<file path="src/hdl/scanline_polygon_span_fill_defines.svh">
// Assertion macros shared by the polygon span filler.
`ifndef SCANLINE_POLYGON_SPAN_FILL_DEFINES_SVH
`define SCANLINE_POLYGON_SPAN_FILL_DEFINES_SVH

// Same-cycle implication, sampled on clk, off while rst_n is low.
`define SPF_ASSERT_IMP(label, ante, cons) \
  label: assert property (@(posedge clk) disable iff (!rst_n) (ante) |-> (cons)) \
    else $error("span fill check failed");

// Next-cycle implication, sampled on clk, off while rst_n is low.
`define SPF_ASSERT_NXT(label, ante, cons) \
  label: assert property (@(posedge clk) disable iff (!rst_n) (ante) |=> (cons)) \
    else $error("span fill check failed");

`endif

</file>
<file path="src/hdl/spf_pkg.sv">
`timescale 1ns / 1ps
// Constants, phase codes and controller/datapath bundles of the polygon span filler.
package spf_pkg;

  localparam int MAX_VERTICES = 64;
  localparam int ROWS         = 1024;
  localparam int FRAC_BITS    = 16;
  localparam int RESULT_CAP   = 32;

  localparam int CW   = 10;                   // pixel coordinate width
  localparam int VAW  = $clog2(MAX_VERTICES); // vertex / edge address
  localparam int VCW  = VAW + 1;              // counts up to MAX_VERTICES
  localparam int XW   = CW + FRAC_BITS + 1;   // signed edge x
  localparam int SLW  = XW + 1;               // signed slope
  localparam int EW   = SLW + 2 * CW;         // slope, lower row, upper row
  localparam int NUMW = CW + FRAC_BITS;       // dividend of the slope
  localparam int DCW  = $clog2(NUMW);
  localparam int PXW  = SLW - FRAC_BITS;      // signed whole-pixel value
  localparam int RAW  = $clog2(RESULT_CAP);
  localparam int RCW  = RAW + 1;

  localparam int IN_TDW  = ((2 * CW + 7) / 8) * 8;
  localparam int OUT_TDW = ((3 * CW + 7) / 8) * 8;

  localparam logic [CW-1:0] XMAX = '1;

  localparam logic REQ_LOAD = 1'b0;
  localparam logic REQ_SCAN = 1'b1;

  typedef enum logic [1:0] {
    PH_LOAD,
    PH_FILL,
    PH_DONE
  } phase_t;

  typedef struct packed {
    logic load_vtx;
    logic build_start;
    logic first_latch;
    logic take_cur;
    logic k_adv;
    logic edge_begin;
    logic edge_write;
    logic set_done;
    logic join_start;
    logic sweep_start;
    logic pop;
    logic send_start;
    logic send_done;
    logic send_adv;
  } spf_cmd_t;

  typedef struct packed {
    phase_t phase;
    logic   vcnt_lt2;
    logic   k_last;
    logic   horiz;
    logic   div_busy;
    logic   etot_zero;
    logic   sweep_busy;
    logic   pair_busy;
    logic   out_last;
  } spf_stat_t;

endpackage

</file>
<file path="src/hdl/spf_ctrl.sv">
`timescale 1ns / 1ps
// Controller: sequences vertex loading, edge table build, row sweep, pairing and result delivery.
module spf_ctrl import spf_pkg::*; (
  input  logic      clk,
  input  logic      rst_n,
  input  logic      in_tvalid,
  input  logic      req_type,
  input  logic      out_tready,
  input  spf_stat_t stat,
  output logic      in_tready,
  output logic      out_tvalid,
  output spf_cmd_t  cmd
);

  typedef enum logic [3:0] {
    ST_IDLE,
    ST_BFIRST,
    ST_BNEXT,
    ST_BDIV,
    ST_BEND,
    ST_JOIN,
    ST_SWEEP,
    ST_PAIR,
    ST_SEND
  } state_t;

  state_t state_r, state_nxt;
  logic   in_rdy_r, out_vld_r;

  assign in_tready  = in_rdy_r;
  assign out_tvalid = out_vld_r;

  always_comb begin
    cmd       = '0;
    state_nxt = state_r;
    unique case (state_r)
      ST_IDLE: begin
        if (in_tvalid && in_rdy_r) begin
          if (req_type == REQ_LOAD) begin
            cmd.load_vtx = 1'b1;
          end else begin
            unique case (stat.phase)
              PH_LOAD: begin
                cmd.build_start = 1'b1;
                state_nxt       = ST_BFIRST;
              end
              PH_FILL: begin
                cmd.sweep_start = 1'b1;
                state_nxt       = ST_SWEEP;
              end
              PH_DONE: begin
                cmd.send_done = 1'b1;
                state_nxt     = ST_SEND;
              end
              default: state_nxt = ST_IDLE;
            endcase
          end
        end
      end
      ST_BFIRST: begin
        if (stat.vcnt_lt2) begin
          state_nxt = ST_BEND;
        end else begin
          cmd.first_latch = 1'b1;
          cmd.k_adv       = 1'b1;
          state_nxt       = ST_BNEXT;
        end
      end
      ST_BNEXT: begin
        cmd.take_cur = 1'b1;
        if (!stat.horiz) begin
          cmd.edge_begin = 1'b1;
          state_nxt      = ST_BDIV;
        end else if (stat.k_last) begin
          state_nxt = ST_BEND;
        end else begin
          cmd.k_adv = 1'b1;
        end
      end
      ST_BDIV: begin
        if (!stat.div_busy) begin
          cmd.edge_write = 1'b1;
          if (stat.k_last) begin
            state_nxt = ST_BEND;
          end else begin
            cmd.k_adv = 1'b1;
            state_nxt = ST_BNEXT;
          end
        end
      end
      ST_BEND: begin
        if (stat.etot_zero) begin
          cmd.set_done  = 1'b1;
          cmd.send_done = 1'b1;
          state_nxt     = ST_SEND;
        end else begin
          cmd.join_start = 1'b1;
          state_nxt      = ST_JOIN;
        end
      end
      ST_JOIN: begin
        if (!stat.sweep_busy) begin
          cmd.sweep_start = 1'b1;
          state_nxt       = ST_SWEEP;
        end
      end
      ST_SWEEP: begin
        if (!stat.sweep_busy) begin
          state_nxt = ST_PAIR;
        end
      end
      ST_PAIR: begin
        if (stat.pair_busy) begin
          cmd.pop = 1'b1;
        end else begin
          cmd.send_start = 1'b1;
          state_nxt      = ST_SEND;
        end
      end
      ST_SEND: begin
        if (out_vld_r && out_tready) begin
          if (stat.out_last) begin
            state_nxt = ST_IDLE;
          end else begin
            cmd.send_adv = 1'b1;
          end
        end
      end
      default: state_nxt = ST_IDLE;
    endcase
  end

  always_ff @(posedge clk) begin
    if (!rst_n) begin
      state_r   <= ST_IDLE;
      in_rdy_r  <= 1'b1;
      out_vld_r <= 1'b0;
    end else begin
      state_r   <= state_nxt;
      in_rdy_r  <= state_nxt == ST_IDLE;
      out_vld_r <= state_nxt == ST_SEND;
    end
  end

endmodule

</file>
<file path="config.mk">
export PLATFORM = sky130hd
export DESIGN_NAME = spf_ctrl
export DESIGN_NICKNAME = d
export VERILOG_FILES = /design/src/hdl/scanline_polygon_span_fill_defines.svh /design/src/hdl/spf_pkg.sv /design/src/hdl/spf_ctrl.sv
export SDC_FILE = /design/constraint.sdc
export NUM_CORES = 1
export LEC_CHECK = 0
export BUFFER_PORTS_ARGS = -buffer_cell sky130_fd_sc_hd__buf_2
export CAP_MARGIN = 5
export CELL_PAD_IN_SITES_DETAIL_PLACEMENT = 0
export CELL_PAD_IN_SITES_GLOBAL_PLACEMENT = 2
export CORE_AREA = 3 3 61 52
export CTS_BUF_LIST = sky130_fd_sc_hd__clkbuf_4 sky130_fd_sc_hd__clkbuf_8 sky130_fd_sc_hd__clkbuf_16
export DETAILED_ROUTE_END_ITERATION = 10
export DIE_AREA = 0 0 64 55
export PLACE_DENSITY_LB_ADDON = 0.12
export SYNTH_ARGS = -nofsm -noshare
export SYNTH_HDL_FRONTEND = slang
export SYNTH_SLANG_ARGS = --single-unit
export TNS_END_PERCENT = 30
</file>
<file path="constraint.sdc">
create_clock -name clk -period 1.8 [get_ports clk]
set_input_delay 0.36 -clock clk [delete_from_list [all_inputs] [get_ports clk]]
set_output_delay 0.36 -clock clk [all_outputs]
set_load 0.05 [all_outputs]
</file>
==> results by group, run 1 <==
Cells and area
  – Most frequent cells in the layout: sky130_fd_sc_hd__buf_4 (21), sky130_fd_sc_hd__buf_2 (16), sky130_fd_sc_hd__buf_6 (11)
  – Most common cell after layout, fill and taps aside: sky130_fd_sc_hd__buf_4
  – Total non-filler cell area in the finished layout: 0.00121 mm²
  – Final net count: 140
  – Final instance count without filler cells: roughly 160
  – Core Util, Final: a little under half
  – Antenna diode count: 0
  – Share of cells above drive strength 1: 65.9%
  – Layout area overhead: 107%

STA
  – Clock Skew: approximately 0.0047 ns
  – Worst-case setup margin in the final layout: -0.164 ns
  – Time the final worst path needs with I/O delays and setup: between 1.5 and 2 ns
  – Hold slack: approximately 0.33 ns
  – Achievable clock frequency: just over 500 MHz
  – Unrepaired setup endpoints after global routing: true
  – Post-route clock period utilization: 109%
  – Worst-Margin Slew: ~0.31 ns
  – Final number of hold-violating endpoints: 0
  – Normalized max-slew margin: roughly four fifths
  – Setup violations, final: 6
  – Number of max-slew violations in the final report: 0

Power
  – Pint: 0.000372 W
  – Lkg Pwr: 0.509 nW
  – Logic pwr share: 53.7%
  – Worst VDD drop: around 0.43 mV
  – Net Switching: 0.000241 W
  – Clock Power Share: 20.1%
  – Sequential share of power: a little over a quarter
  – Net Sw Frac: between 30% and 40%
  – Power density over cell area: just over 500 mW/mm²

Yosys
  – Library cells used by synthesis: 39
  – Post-synth top flop: sky130_fd_sc_hd__dfxtp_1
  – Async S/R FF share, synth: 0%
  – Post-synthesis sequential element count: 6
  – Post-Syn Instances: 72
  – Avg Inst Size Synth: roughly 8.1 µm²
  – Cell area after synthesis: around 600 µm²
  – Count of yosys warnings during synthesis: 0
  – Post-synth net total: between 80 and 90
  – Number of synthesized flops with an enable pin: 0
  – Seq/Total Area, Yosys: about a fifth

GRT
  – Total track usage: approximately an eighth
  – Vias in the first global route: 730
  – First-pass GRT wire length: ~3300 µm
  – Antenna violations before repair: 0
  – GR Overflow Total: 0
  – Maximum number of pins on one net before global-route repair: 15

Worst setup path
  – Type of the setup path with the least slack: reg2out
  – CP arrival: around 1.6 ns
  – CP Data Required Time: about 1.4 ns
  – Crit Path Max Fanout: 3
  – Nature of the critical path endpoint: primary output
  – Critical Path Start Type: flop

Floorplan
  – Width of the chip: between 60 and 70 µm
  – Site Rows: 17
  – Count of pins on the block boundary: 31
  – Die ar.: ~0.0035 mm²
  – Die height: roughly 55 µm
  – Core area: ~0.0027 mm²
  – Initial core utilization: roughly 22%

Clock network
  – Post-CTS clock slew at the launch and capture registers of the worst setup and hold paths: around 0.05 ns
  – Clock sink count: 6
  – Number of CTS-inserted buffers: 3
  – Number of buffers between clock root and the deepest sink: 2
  – CTS tree: done
  – Buffer cell driving the clock tree root: sky130_fd_sc_hd__clkbuf_4
  – Level count of the clock H-tree: 1
  – Clock latency at the later pin of the worst-skew pair: between 0.2 and 0.25 ns

Placed design
  – Placed Instance Area: approximately 1000 µm²
  – Placer congestion estimate: 0.716
  – Number of placed instances with taps included: ~150
  – Estimated wirelength of the detail-placed design: between 1500 and 2000 µm
  – Total of buffers placed on input and output ports: 30

Run
  – Count of max-cap constraint violations: 0

Detailed routing
  – DRT iter0 DRCs: 25
  – WL per Instance: 12.4 µm
  – DR DRC count: 0
  – Routed Antenna Nets: 0
  – Total Wirelength: approximately 2000 µm
  – First-pass detailed-route iteration total: 4
  – Average via count per standard cell: 4.62
  – Via Count: 744

Outcome
  – Status: complete, but fails checks
  – Failing checks: negative setup slack

Hold path
  – Path category of the worst min-delay check: in2reg
## stage by stage
stage                     worst slack, ns  setup TNS, ns  power (W)
after floorplan                    -0.348          -2.25   0.000339
after global placement            -0.0772         -0.154   0.000430
after detailed placement          -0.0722         -0.129   0.000429
after CTS                          -0.165         -0.665   0.000576
after global routing               -0.250          -1.31   0.000659
final                              -0.164         -0.659   0.000612
## layer usage
| metal | global-route usage, % | vias up | share of wire [%] |
|---|---|---|---|
| li1 | - | 379 | - |
| met1 | 15.8 | 342 | 46 |
| met2 | 20.2 | 21 | 47 |
| met3 | 2.83 | 2 | 5.9 |
| met4 | 4.30 | 0 | 1.1 |
| met5 | 0 | - | 0 |
## repair_timing
action	in CTS	in global routing
buffers inserted	1	5
endpoints found under the setup margin	11	15
pin swaps	4	6
gates resized for setup	23	20
hold buffers	0	0
## flip-flops by register name, summed over array words and instances, names as in the netlist
name        cells
state_r         4
in_tready       1
out_tvalid      1
## worst paths after layout
path	from	end	slack (ns)	cells past startpoint
max reg2reg	state_r[0]	in_tready	0	8
max	state_r[2]	cmd[12]	-0.16	6
min	rst_n	in_tready	0.33	2
min reg2reg	in_tready	state_r[2]	0.82	4
## cell families (layout without fill, tap and decap cells)
family	after synthesis	in the layout	share of synthesized area, %
AO/OA/AOI/OAI	20	20	27.4
AND/OR/NAND/NOR	37	37	42.3
multiplexers	1	1	1.71
buffers and inverters	8	59	8.12
flip-flops	6	6	20.5
## power by group through the flow
stage	clock network [W]	logic, W	registers (W)
floorplan	0	0.000157	0.000182
global placement	0	0.000272	0.000158
detailed placement	0	0.000271	0.000158
CTS	0.000126	0.000290	0.000159
global route	0.000145	0.000351	0.000162
finish	0.000123	0.000328	0.000161
## layout make-up
type	instances	area [µm²]
repair buffers	52	432
fillers	271	1450
well taps	38	47.5
inverters	4	15.0
clock buffers	3	22.5
flip-flops and latches	6	125
multi-input cells	58	571
## cell usage after synthesis (2+ instances only)
library cell,instances,area share (%)
sky130_fd_sc_hd__a21oi_1,2,1.7
sky130_fd_sc_hd__and3_1,2,2.1
sky130_fd_sc_hd__buf_2,2,1.7
sky130_fd_sc_hd__buf_6,2,3.8
sky130_fd_sc_hd__dfxtp_1,6,21
sky130_fd_sc_hd__inv_1,4,2.6
sky130_fd_sc_hd__nand2_1,5,3.2
sky130_fd_sc_hd__nand2b_1,2,2.1
sky130_fd_sc_hd__nor2_1,2,1.3
sky130_fd_sc_hd__nor3_1,6,5.1
sky130_fd_sc_hd__nor4_1,4,4.3
sky130_fd_sc_hd__o21a_1,3,3.8
sky130_fd_sc_hd__o21ai_0,4,3.4
sky130_fd_sc_hd__o21bai_1,2,2.6
sky130_fd_sc_hd__or3_1,2,2.1
## critical path, stage by stage, from the launching register on
cell                      delay (ns)
sky130_fd_sc_hd__dfxtp_2        0.32
sky130_fd_sc_hd__nor4_2         0.25
sky130_fd_sc_hd__buf_4          0.16
sky130_fd_sc_hd__nand4_4        0.13
sky130_fd_sc_hd__buf_12         0.16
sky130_fd_sc_hd__nor3_4         0.14
sky130_fd_sc_hd__buf_6          0.18
Power figures use the tool's default switching activity.
==> inputs of run 2 (changes only) <==
PLACE_DENSITY = 0.82   (was unset)
PLACE_DENSITY_LB_ADDON = unset   (was 0.12)
==> results by group, run 2 (synthesis gave the netlist of run 1 again) <==
Hold path
  – Path category of the worst min-delay check: in2reg
  – Launch point of the worst hold path: rst_n
  – Worst Hold Path Cells: 2
  – Endpoint with the worst hold slack: in_tready

Worst setup path
  – Cells along the critical path: nor4_4, buf_4, nand4_4, buf_12, nor3_4, buf_6
  – CP arrival: roughly 1.6 ns
  – Destination of the worst register-to-register timing path: in_tready
  – Critical Path Start Type: flop
  – CP Data Required Time: roughly 1.4 ns
  – Crit Path Max Fanout: 3
  – Worst Reg-to-Reg Cells: 8
  – Critical path depth: 6
  – Cell class contributing the biggest share of worst-path delay: simple AND/OR/NAND/NOR gates
  – Nature of the critical path endpoint: primary output
  – Type of the setup path with the least slack: reg2out
  – Critical-path top delay cell: sky130_fd_sc_hd__dfxtp_2
  – Beginning of the worst register-to-register path: state_r[0]
  – Worst setup path startpoint: state_r[1]
  – Max stage delay on crit path: approximately 0.33 ns
  – Setup slack of the most critical reg-to-reg path: -0.01 ns
  – Buffers and inverters on the worst path: 3

Clock network
  – CTS tree: done
  – Clock sink count: 6
  – Post-CTS clock slew at the launch and capture registers of the worst setup and hold paths: around 0.04 ns
  – Hold buffer count at cts: 0
  – Number of CTS-inserted buffers: 3
  – Level count of the clock H-tree: 1
  – Clock latency at the later pin of the worst-skew pair: roughly 0.24 ns
  – Buffer cell driving the clock tree root: sky130_fd_sc_hd__clkbuf_4
  – Number of buffers between clock root and the deepest sink: 2

STA
  – Unrepaired setup endpoints after global routing: true
  – Setup violations, final: 7
  – Final number of hold-violating endpoints: 0
  – Worst-Margin Slew: about 0.36 ns
  – Achievable clock frequency: about 510 MHz
  – Post-route clock period utilization: 109%
  – Normalized max-slew margin: ~76%
  – Hold slack: ~0.34 ns
  – Worst-case setup margin in the final layout: -0.170 ns
  – Clock Skew: around 0.005 ns
  – Number of max-slew violations in the final report: 0
  – Time the final worst path needs with I/O delays and setup: around 2.0 ns

Detailed routing
  – DR DRC count: 0
  – Total Wirelength: approximately 2000 µm
  – First-pass detailed-route iteration total: 4
  – Via Count: about 750
  – Routed Antenna Nets: 0
  – Average via count per standard cell: between 4 and 5
  – WL per Instance: 12.6 µm
  – DRT iter0 DRCs: 14

Power
  – Power density over cell area: just over 500 mW/mm²
  – Lkg Pwr: between 0.5 and 0.6 nW
  – Worst VDD drop: 0.359 mV

Cells and area
  – Most flops, register: state_r
  – Most frequent cells in the layout: sky130_fd_sc_hd__buf_4 (18), sky130_fd_sc_hd__buf_2 (16), sky130_fd_sc_hd__buf_6 (11)
  – Filler Cell Count: roughly 270
  – Final instance count without filler cells: around 160
  – Layout area overhead: 105%
  – Share of cells above drive strength 1: between 60% and 70%
  – Antenna diode count: 0
  – Flip-flop count of the largest register, all copies and words added: 4
  – Most common cell after layout, fill and taps aside: sky130_fd_sc_hd__buf_4
  – Final net count: 138

Floorplan
  – Die height: ~55 µm
  – Width of the chip: approximately 64 µm
  – Count of pins on the block boundary: 31
  – Die ar.: 0.00352 mm²
  – Site Rows: 17
  – Initial core utilization: around 22%
  – Core area: 0.00266 mm²

GRT
  – GR Overflow Total: 0
  – Total track usage: a little under an eighth
  – Maximum number of pins on one net before global-route repair: 14
  – Antenna violations before repair: 0
  – First-pass GRT wire length: 3240 µm
  – Vias in the first global route: 733

Placed design
  – Placer congestion estimate: approximately 0.73
  – Total of buffers placed on input and output ports: 30
  – Number of placed instances with taps included: 150
  – Estimated wirelength of the detail-placed design: 1510 µm

Outcome
  – Status: complete, but fails checks
  – Failing checks: negative setup slack

Run
  – Count of max-cap constraint violations: 0
[run 2: cell count changes in the layout (fill, tap and decap cells not counted), sizes merged]
| cell | delta |
|---|---|
| clkbuf | +1 |
| buf | -3 |
[run 2: through the flow]
step / setup TNS [ns] / total power (W) / area [µm²] / utilization, % / setup slack (ns)
after floorplan: -2.25 / 0.000339 / 698 / - / -0.348
after global routing: -1.25 / 0.000650 / 1200 / 45.1 / -0.283
after CTS: -0.554 / 0.000600 / 1140 / 42.9 / -0.198
after detailed placement: -0.317 / 0.000424 / 966 / 36.3 / -0.143
final: -0.594 / 0.000609 / 1200 / 45.1 / -0.170
after global placement: -0.195 / 0.000423 / 966 / 36.3 / -0.0975
[run 2: cell type report]
cell class | instances | area (µm²) | area share, %
multi-input combinational | 58 | 572 | 47.7
timing repair buffer | 50 | 412 | 34.3
sequential | 6 | 130 | 10.9
tap | 38 | 47.5 | 3.97
clock buffer | 3 | 22.5 | 1.88
inverter | 4 | 15.0 | 1.25
[run 2: layer usage]
layer / vias to the layer above / track usage (%) / wire (µm)
met4: 0 / 5.38 / 17
met2: 22 / 20.2 / 964
met1: 348 / 14.9 / 922
li1: 376 / - / -
met5: - / 0 / 0
met3: 2 / 2.42 / 97
[run 2: how the worst max path moves through the flow]
stage / end / slack, ns
6_report: cmd[12] / -0.17
5_1_grt: cmd[12] / -0.28
4_1_cts: cmd[4] / -0.20
3_5_place_dp: cmd[4] / -0.14
3_3_place_gp: cmd[4] / -0.1
2_1_floorplan: cmd[0] / -0.35
[run 2: repair_timing]
action | 4_1_cts | 5_1_grt
endpoints found under the setup margin | 15 | 15
pin swaps | 8 | 1
resized for setup | 29 | 15
buffers inserted | 5 | 1
[run 2: power breakdown]
part | leakage, nW | internal [W] | switching (W)
clock | 0.0138 | 0.0000752 | 0.0000454
sequential | 0.0514 | 0.000146 | 0.0000146
combinational | 0.449 | 0.000150 | 0.000178
total | 0.514 | 0.000371 | 0.000238
==> inputs of run 3 (changes only) <==
ABC_AREA = 1   (was unset)
CORE_AREA = 3 3 60 62   (was 3 3 61 52)
DIE_AREA = 0 0 63 65   (was 0 0 64 55)
PLACE_DENSITY = 0.84   (was 0.82)
REMOVE_ABC_BUFFERS = 1   (was unset)
==> results by group, run 3 <==
Clock network
  – Level count of the clock H-tree: 1
  – Number of CTS-inserted buffers: 3
  – Clock latency at the later pin of the worst-skew pair: ~0.24 ns
  – Buffers inserted during post-CTS setup optimization: 0
  – Post-CTS clock slew at the launch and capture registers of the worst setup and hold paths: 0.04 ns
  – Clock sink count: 6
  – Number of buffers between clock root and the deepest sink: 2
  – Buffer cell driving the clock tree root: sky130_fd_sc_hd__clkbuf_4
  – CTS tree: done

Floorplan
  – Die ar.: ~0.0041 mm²
  – Die height: roughly 65 µm
  – Site Rows: 20
  – Core area: 0.00308 mm²
  – Count of pins on the block boundary: 31
  – Initial core utilization: a little over a fifth
  – Width of the chip: 63 µm

GRT
  – Maximum number of pins on one net before global-route repair: 10
  – Total track usage: a little under a tenth
  – Vias in the first global route: roughly 740
  – Antenna violations before repair: 0
  – GR Overflow Total: 0
  – First-pass GRT wire length: around 3100 µm

Hold path
  – Launch point of the worst hold path: rst_n
  – Path category of the worst min-delay check: in2reg
  – Endpoint with the worst hold slack: in_tready
  – Worst Hold Path Cells: 2

Placed design
  – Placed Instance Area: between 800 and 900 µm²
  – Placer congestion estimate: a little under 0.8
  – Worst slack at placement: 0.117 ns
  – Estimated wirelength of the detail-placed design: 1540 µm
  – Total of buffers placed on input and output ports: 30

STA
  – Post-route clock period utilization: approximately 95%
  – Worst-Margin Slew: 0.253 ns
  – Worst-case setup margin in the final layout: 0.0981 ns
  – Number of max-slew violations in the final report: 0
  – Unrepaired setup endpoints after global routing: true
  – Setup violations, final: 0
  – Achievable clock frequency: slightly below 600 MHz
  – Time the final worst path needs with I/O delays and setup: 1.70 ns
  – Normalized max-slew margin: about 83%
  – Clock Skew: around 0.0014 ns
  – Final number of hold-violating endpoints: 0

Yosys
  – Count of yosys warnings during synthesis: 0
  – Number of synthesized flops with an enable pin: 0
  – Post-synthesis sequential element count: 6
  – Avg Inst Size Synth: ~5.6 µm²
  – Async S/R FF share, synth: 0%
  – Fraction of post-synthesis cell area in the top cell type by area: 20.8%
  – Synth area leaders: sky130_fd_sc_hd__nand2_1 (21%), sky130_fd_sc_hd__dfxtp_1 (18%), sky130_fd_sc_hd__inv_1 (9.2%)
  – Top-count cell post-synth: sky130_fd_sc_hd__nand2_1
  – Post-synth top flop: sky130_fd_sc_hd__dfxtp_1
  – Post-Syn Instances: roughly 120
  – Seq/Total Area, Yosys: a little under a fifth
  – Cell area after synthesis: around 650 µm²
  – Library cells used by synthesis: 21
  – Synth cell count leaders: sky130_fd_sc_hd__nand2_1 (36), sky130_fd_sc_hd__inv_1 (16), sky130_fd_sc_hd__nor2_1 (13)
  – Cell type with the highest aggregate area in the netlist: sky130_fd_sc_hd__nand2_1

Worst setup path
  – CP arrival: 1.34 ns
  – Destination of the worst register-to-register timing path: in_tready
  – CP Data Required Time: between 1 and 1.5 ns
  – Critical-path top delay cell: sky130_fd_sc_hd__dfxtp_4
  – Most used cell, CP: sky130_fd_sc_hd__nand2_2
  – Worst Reg-to-Reg Cells: 9
  – Crit Path Max Fanout: 5
  – Setup slack of the most critical reg-to-reg path: approximately 0.48 ns
  – Beginning of the worst register-to-register path: state_r[2]
  – Nature of the critical path endpoint: primary output
  – Cells along the critical path: inv_2, nand2_2, nor2_4, nand2_2, inv_1, buf_2
  – Critical Path Start Type: flop
  – Type of the setup path with the least slack: reg2out
  – Max stage delay on crit path: between 0.3 and 0.4 ns

Power
  – Lkg Pwr: 0.562 nW
  – Power density over cell area: ~1500 mW/mm²
  – Worst VDD drop: ~0.87 mV
  – Net Sw Frac: roughly 60%
  – Clock Power Share: about 9%
  – Net Switching: about 0.00079 W
  – Pint: approximately 0.00056 W
  – Sequential share of power: a little over a fifth
  – Logic pwr share: between 60% and 70%

Detailed routing
  – Average via count per standard cell: slightly above 4
  – WL per Instance: a little under 10 µm
  – Total Wirelength: 1840 µm
  – DRT iter0 DRCs: 33
  – Routed Antenna Nets: 0
  – Via Count: 791
  – First-pass detailed-route iteration total: 4
  – DR DRC count: 0

Run
  – Count of max-cap constraint violations: 0

Outcome
  – Status: completed

Cells and area
  – Most common cell after layout, fill and taps aside: sky130_fd_sc_hd__nand2_1
  – Flip-flop count of the largest register, all copies and words added: 4
  – Layout area overhead: 43.2%
  – Most flops, register: state_r
  – Total non-filler cell area in the finished layout: just over 900 µm²
  – Antenna diode count: 0
  – Share of cells above drive strength 1: about two fifths
  – Most frequent cells in the layout: sky130_fd_sc_hd__nand2_1 (36), sky130_fd_sc_hd__buf_2 (19), sky130_fd_sc_hd__inv_1 (16)
  – Final net count: about 170
run 3: kinds of logic (layout without fill, tap and decap cells):
| logic type | count (synthesis) | in the layout | synth area share, % |
|---|---|---|---|
| AOI/OAI and AO/OA | 4 | 4 | 4.43 |
| and+or+nand+nor | 85 | 85 | 64.4 |
| DFF | 6 | 6 | 18.5 |
| buffers and inverters | 21 | 53 | 12.7 |
run 3: stage by stage:
stage / TNS, ns / std cells / total power (W) / hold slack, ns / util [%]
final: 0 / 192 / 0.00135 / 0.340 / 30.2
after global routing: -0.0133 / 192 / 0.00148 / 0.355 / 30.2
after CTS: 0 / 192 / 0.00132 / 0.338 / 28.6
after detailed placement: 0 / 189 / 0.00117 / 0.586 / 27.5
after global placement: 0 / 189 / 0.00117 / 0.581 / 27.5
after floorplan: -2.25 / 115 / 0.000968 / 0.429 / -
run 3: layout make-up:
class                   instances  area, µm²
fillers                       367       2150
multi-input cells              89        462
repair buffers                 30        185
flip-flops and latches          6        130
inverters                      20       75.1
well taps                      44       55.1
clock buffers                   3       22.5
run 3: worst max-delay path: cells and delay by family (launching register included):
kind | cells | cell delay [ns]
flip-flops | 1 | 0.36
buffers and inverters | 3 | 0.42
AND/OR/NAND/NOR | 3 | 0.32
run 3: worst max path at each step:
stage          startpoint  endpoint  depth (start not counted)
3_5_place_dp   state_r[1]    cmd[9]                          7
3_3_place_gp   state_r[1]    cmd[9]                          7
5_1_grt        state_r[1]    cmd[2]                          5
4_1_cts        state_r[1]    cmd[9]                          7
6_report       state_r[2]    cmd[8]                          6
2_1_floorplan   in_tready    cmd[4]                          2
run 3: metal layers:
metal  part of all wire (%)  global-route usage, %  up-vias
met5                      0                      0        -
met4                      0                      0        0
met3                    7.2                   3.81        0
met2                     44                   15.2       25
met1                     49                   11.9      341
li1                       -                      -      425
run 3: power groups by stage:
stage / clock [W] / combinational (W) / sequential [W]
final: 0.000121 / 0.000944 / 0.000288
after global routing: 0.000136 / 0.00105 / 0.000303
after CTS: 0.000126 / 0.000917 / 0.000273
after detailed placement: 0 / 0.000904 / 0.000264
after global placement: 0 / 0.000911 / 0.000262
after floorplan: 0 / 0.000666 / 0.000302
run 3: what timing repair did:
action / in CTS / in global routing
resized for setup: 4 / 23
pin swaps: 0 / 3
endpoints found under the setup margin: 10 / 12
hold buffers: 0 / 0
